## src/hdl/pel_pkg.sv

```systemverilog
// shared types, constants and helper functions for the particle euler update block
// no dependencies
package pel_pkg;

    localparam int FRAC_BITS = 16;
    localparam longint ONE_Q = longint'(1) << FRAC_BITS;
    localparam longint C05_Q = (ONE_Q * 5 + 50) / 100;
    localparam longint C08_Q = (ONE_Q * 4 + 2) / 5;
    localparam logic signed [31:0] GRAV_RESET = 32'(-(15 * ONE_Q));
    localparam logic [31:0] STEP_RESET = 32'(ONE_Q / 60);

    localparam int RATIO_W = FRAC_BITS + 1;
    localparam logic [RATIO_W-1:0] RATIO_ONE = RATIO_W'(ONE_Q);
    localparam int DIV_ST = (FRAC_BITS + 1) / 2;

    localparam int CORD_STEPS = 30;
    localparam int CORD_ST = CORD_STEPS / 2;
    localparam int Q30_SH = 30 - FRAC_BITS;
    localparam logic [31:0] PI_Q30 = 32'd3373259426;
    localparam logic [30:0] HALF_PI_Q30 = 31'd1686629713;

    localparam int CFG_IDX_W = 2;
    localparam logic [CFG_IDX_W-1:0] CFG_GRAVITY = 2'd0;
    localparam logic [CFG_IDX_W-1:0] CFG_STEP = 2'd1;

    typedef struct packed {
        logic signed [31:0] pos_x;
        logic signed [31:0] pos_y;
        logic signed [31:0] pos_z;
        logic signed [31:0] vel_x;
        logic signed [31:0] vel_y;
        logic signed [31:0] vel_z;
        logic [31:0]        age;
        logic [31:0]        lifetime;
    } t_particle;

    typedef struct packed {
        logic signed [31:0] gravity;
        logic [31:0]        step;
    } t_cfg;

    typedef struct packed {
        logic signed [31:0] nx;
        logic signed [31:0] ny;
        logic signed [31:0] nz;
        logic signed [31:0] nvy;
        logic [31:0]        nage;
        logic [31:0]        life;
    } t_kin;

    typedef struct packed {
        logic signed [31:0]  nx;
        logic signed [31:0]  ny;
        logic signed [31:0]  nz;
        logic signed [31:0]  nvy;
        logic [31:0]         nage;
        logic [RATIO_W-1:0]  ratio;
    } t_side;

    function automatic logic signed [31:0] sat32(input logic signed [65:0] v);
        if (v > 66'sd2147483647) begin
            return 32'sh7FFFFFFF;
        end else if (v < -66'sd2147483648) begin
            return 32'sh80000000;
        end
        return v[31:0];
    endfunction

    // arctangent of 2^-i in q2.30
    function automatic logic [31:0] atan_q30(input logic [4:0] i);
        case (i)
            5'd0:  return 32'h3243F6A8;
            5'd1:  return 32'h1DAC6705;
            5'd2:  return 32'h0FADBAFC;
            5'd3:  return 32'h07F56EA6;
            5'd4:  return 32'h03FEAB76;
            5'd5:  return 32'h01FFD55B;
            5'd6:  return 32'h00FFFAAA;
            5'd7:  return 32'h007FFF55;
            5'd8:  return 32'h003FFFEA;
            5'd9:  return 32'h001FFFFD;
            5'd10: return 32'h000FFFFF;
            5'd11: return 32'h0007FFFF;
            5'd12: return 32'h0003FFFF;
            5'd13: return 32'h0001FFFF;
            5'd14: return 32'h0000FFFF;
            5'd15: return 32'h00007FFF;
            5'd16: return 32'h00003FFF;
            5'd17: return 32'h00001FFF;
            5'd18: return 32'h00000FFF;
            5'd19: return 32'h000007FF;
            5'd20: return 32'h000003FF;
            5'd21: return 32'h000001FF;
            5'd22: return 32'h000000FF;
            5'd23: return 32'h0000007F;
            5'd24: return 32'h0000003F;
            5'd25: return 32'h0000001F;
            5'd26: return 32'h0000000F;
            5'd27: return 32'h00000007;
            5'd28: return 32'h00000003;
            5'd29: return 32'h00000001;
            default: return 32'h00000000;
        endcase
    endfunction

endpackage

```

## src/hdl/pel_div.sv

```systemverilog
// pipelined restoring divider for the life ratio, two quotient bits per stage
// depends on pel_pkg
module pel_div
    import pel_pkg::*;
(
    input  logic  i_clk,
    input  logic  i_rst_n,
    input  logic  i_en,
    input  logic  i_vld,
    input  t_kin  i_kin,
    output logic  o_vld,
    output t_side o_side
);

    typedef struct packed {
        logic [31:0]          rem;
        logic [FRAC_BITS-1:0] quo;
    } t_dstate;

    logic [DIV_ST:0] r_vld;
    t_kin            r_kin  [0:DIV_ST];
    t_dstate         r_st   [0:DIV_ST];
    logic            r_full [0:DIV_ST];

    function automatic t_dstate div2(input t_dstate st, input logic [31:0] d, input int base);
        t_dstate     res;
        logic [32:0] rem2;
        res  = st;
        rem2 = '0;
        for (int t = 0; t < 2; t++) begin
            if (base + t < FRAC_BITS) begin
                rem2 = {res.rem, 1'b0};
                if (rem2 >= {1'b0, d}) begin
                    rem2    = rem2 - {1'b0, d};
                    res.quo = {res.quo[FRAC_BITS-2:0], 1'b1};
                end else begin
                    res.quo = {res.quo[FRAC_BITS-2:0], 1'b0};
                end
                res.rem = rem2[31:0];
            end
        end
        return res;
    endfunction

    always_ff @(posedge i_clk) begin
        if (!i_rst_n) begin
            r_vld <= '0;
        end else if (i_en) begin
            r_vld <= {r_vld[DIV_ST-1:0], i_vld};
        end
    end

    always_ff @(posedge i_clk) begin
        if (i_en) begin
            r_kin[0]    <= i_kin;
            r_st[0].rem <= i_kin.nage;
            r_st[0].quo <= '0;
            r_full[0]   <= (i_kin.life == '0) || (i_kin.nage >= i_kin.life);
            for (int s = 1; s <= DIV_ST; s++) begin
                r_kin[s]  <= r_kin[s-1];
                r_st[s]   <= div2(r_st[s-1], r_kin[s-1].life, 2 * (s - 1));
                r_full[s] <= r_full[s-1];
            end
        end
    end

    always_comb begin
        o_side.nx    = r_kin[DIV_ST].nx;
        o_side.ny    = r_kin[DIV_ST].ny;
        o_side.nz    = r_kin[DIV_ST].nz;
        o_side.nvy   = r_kin[DIV_ST].nvy;
        o_side.nage  = r_kin[DIV_ST].nage;
        o_side.ratio = r_full[DIV_ST] ? RATIO_ONE : {1'b0, r_st[DIV_ST].quo};
    end

    assign o_vld = r_vld[DIV_ST];

endmodule

```

## config.mk

```make
export PLATFORM = sky130hd
export DESIGN_NAME = pel_div
export DESIGN_NICKNAME = d
export VERILOG_FILES = /design/src/hdl/pel_pkg.sv /design/src/hdl/pel_div.sv
export SDC_FILE = /design/constraint.sdc
export NUM_CORES = 2
export LEC_CHECK = 0
export ABC_AREA = 1
export BUFFER_PORTS_ARGS = -buffer_cell sky130_fd_sc_hd__buf_2
export CELL_PAD_IN_SITES_DETAIL_PLACEMENT = 0
export CELL_PAD_IN_SITES_GLOBAL_PLACEMENT = 1
export CORE_MARGIN = 3
export CORE_UTILIZATION = 52
export CTS_CLUSTER_DIAMETER = 200
export CTS_CLUSTER_SIZE = 14
export DETAILED_ROUTE_END_ITERATION = 7
export GPL_TIMING_DRIVEN = 0
export PLACE_DENSITY = 0.84
export SLEW_MARGIN = 20
export SYNTH_ARGS = -nofsm -noshare
export SYNTH_HDL_FRONTEND = slang
export SYNTH_SLANG_ARGS = --single-unit
```

## constraint.sdc

```tcl
create_clock -name i_clk -period 7.8 [get_ports i_clk]
set_input_delay 0.78 -clock i_clk [delete_from_list [all_inputs] [get_ports i_clk]]
set_output_delay 0.78 -clock i_clk [all_outputs]
set_load 0.01 [all_outputs]
```

==> reports/metrics.cfg <==
[outcome]
status = finished, violations left
violations = design-rule violations

[floorplan]
core.rowCount = 162
die_w_um = 450
initial_core_util = 0.524
dieArea_um2 = 202000
core-area_um2 = 195000
fp.dieH_um = 450
boundaryPins = 374

[critical_path]
worstSetupPathType = reg2reg
critical_path.endpoint_type = flop
cpMaxStageDelayCell = nor4_1
path_buf_inv = 6
max_stage_delay_ns = 0.89
cp_common_cell = nand2_1
cp_data_required_time_ns = 8.49
crit_arrival_ns = 6.47
critPathTopFamily = simple AND/OR/NAND/NOR gates
path_cells = inv_1 > ha_1 > nand2_1 > nor2_1 > nand2_1 > nor3_2 > nand2_1 > nand3_2 > nand2_2 > nand2_4 > inv_4 > buf_4 > nand2_1 > nand2_1 > ha_1 > nand2_1 > nor4_1 > a31oi_1 > nand2_1 > inv_1 > nand3_2 > buf_4 > nand2_1 > inv_1
critPathMaxFanout = 10
crit_path_start_kind = flop

[logic_synthesis]
ys_types = 63
synth_compound_area_frac = 0.0559
syn_nets = 10900
synth_top_area_frac = 0.586
synth-simple-area-share = 0.197
ys_ff_latch = 2010
yosysWarnings = 0
synth_edf_count = 2001
synth_area_leaders = edfxtp_1 (59%), nand2_1 (11%), ha_1 (6.5%)
synth_xor_area_frac = 0.0246
async_reset_ff_frac = 0
synth_top_flop_cell = edfxtp_1
synthAdderAreaFrac = 0.0670
yosysTopAreaCell = edfxtp_1
avgSynthCellArea_um2 = 10.1
netlist_area_um2 = 102000
synth_top_family_by_area = simple AND/OR/NAND/NOR gates
synth_mux_area_frac = 0
synthCells = 10200
yosysSeqAreaShare = 0.588

[placement]
portBuffers = 373
gp_congestion = 0.981
hpwl_um = 242000
placed_area_um2 = 108000

[timing]
finClkSkew_ns = 0.0753
fin_tns_setup_ns = 0
tightestPinTransition_ns = 1.15
report.final.slew_viol_count = 0
hold_viol = 0
max_freq_mhz = 173
post-route-period-util = 0.742
rsz0062_at_grt = false
setup_violations = 0
relSlewSlack = 0.227
hold_slack_ns = 0.109
post-route-min-period_ns = 5.79

[grt]
grt_start_max_net_pins = 163
gr-total-overflow = 0
global_route.usage.total = 0.301
grt_pass1_wl_um = 453000
grt_pass1_vias = 71100
antenna_found_initial = 27

[clock_network]
clockRootBuffer = clkbuf_16
clkLatencyLatePin_ns = 0.84
numClockSinks = 2010
hold_buffers = 0
post_cts_buffers = 0
cts_tree = done
cts_buffers = 161
htree_num_levels = 4
clock_path_buffers = 3
cts_resized = 0
clk_pin_slew_worst_paths_ns = 0.07

[run]
maxCapViolations = 0

[cells_and_area]
final_cell_mix = nand2_1 (2903), edfxtp_1 (2001), inv_1 (1247), nor2_1 (727), nand3_1 (690)
design_area_um2 = 113000
area.growth.synth_to_final_pct = 9.88
fin_nets = 11500
final_common_cell = nand2_1
drive_above_1_share = 0.0942

[drt]
vias = 73800
routedWlPerCell_um = 23.1
via_per_inst = 5.50
firstDrtPassIters = 8
drc = 1
first_iter_violations = 7984
detail-route-antenna-nets = 0
routed_wl_um = 311000

[pwr]
p_per_area_nw_per_um2 = 470
power.leakage_uw = 0.0491
vdd_drop_max_mv = 0.373

[min_path]
hp-class = in2reg

## cell families (layout without fill, tap and decap cells)
| logic type | count (synthesis) | in the layout |
|---|---|---|
| simple gates | 4790 | 4790 |
| flops | 2010 | 2010 |
| compound gates | 1014 | 1014 |
| buf+inv | 1547 | 2137 |
| xor+xnor | 288 | 288 |
| other cells | 0 | 19 |
| fa+ha+maj | 544 | 544 |
## sequential cells by signal, indices dropped and copies added (netlist names)
| signal | cells |
|---|---|
| r_full | 9 |
| r_kin | 1696 |
| r_st | 296 |
| r_vld | 9 |
## metrics by stage
step | worst slack [ns] | total power [uW] | cells | util
2_1_floorplan | 4.12 | 35000 | 10200 | -
3_3_place_gp | -24.48 | 45300 | 13200 | 0.551
3_5_place_dp | 2.05 | 44700 | 13200 | 0.553
4_1_cts | 2.05 | 52600 | 13400 | 0.576
5_1_grt | 1.79 | 56600 | 13400 | 0.576
6_report | 2.01 | 52900 | 13400 | 0.576
## worst paths after layout
check,cells after the start,from,end,slack (ns)
worst max register to register,24,r_kin[0][791],r_st[0][256],2.01
worst min register to register,0,r_kin[0][235],r_kin[0][427],0.35
worst max-delay path,24,r_kin[0][791],r_st[0][256],2.01
worst min-delay path,1,i_kin[70],r_kin[0][70],0.11
## power by group
part / switching, uW / total, uW / internal, uW
sequential: 988 / 15200 / 14200
clock: 3820 / 7620 / 3800
combinational: 20600 / 30100 / 9500
total: 25400 / 52900 / 27500
## cell usage after synthesis (28+ instances only)
library cell,number
xnor2_1,111
edfxtp_1,2001
nand4_1,118
ha_1,536
o21bai_1,68
nor3_1,86
a21o_1,63
xor2_1,177
nor2_2,35
buf_4,201
nand2_1,2903
nand3b_1,65
nor2_1,727
inv_1,1247
nand3_1,690
o21ai_0,251
nor4_1,28
o21ai_1,47
buf_6,37
a21oi_1,467
or2_2,49
## routing by layer
metal | global-route usage | up-vias | wire length [um]
li1 | - | 35400 | -
met2 | 0.483 | 2736 | 144000
met4 | 0.112 | 4 | 12500
met1 | 0.418 | 35200 | 133000
met3 | 0.0405 | 487 | 20700
met5 | 0 | - | 40
## area by class of cell
cell class                 instances  area [um2]
antenna                           19        47.5
buffer                           276        2100
clock buffer                     189        4160
clock inverter                    15         395
fill                           16700       82800
inverter                        1271        4780
multi-input combinational       6636       35300
sequential                      2010       60300
tap                             2624        3280
timing repair buffer             386        2240
No activity file was read; power rests on OpenSTA's default activity.
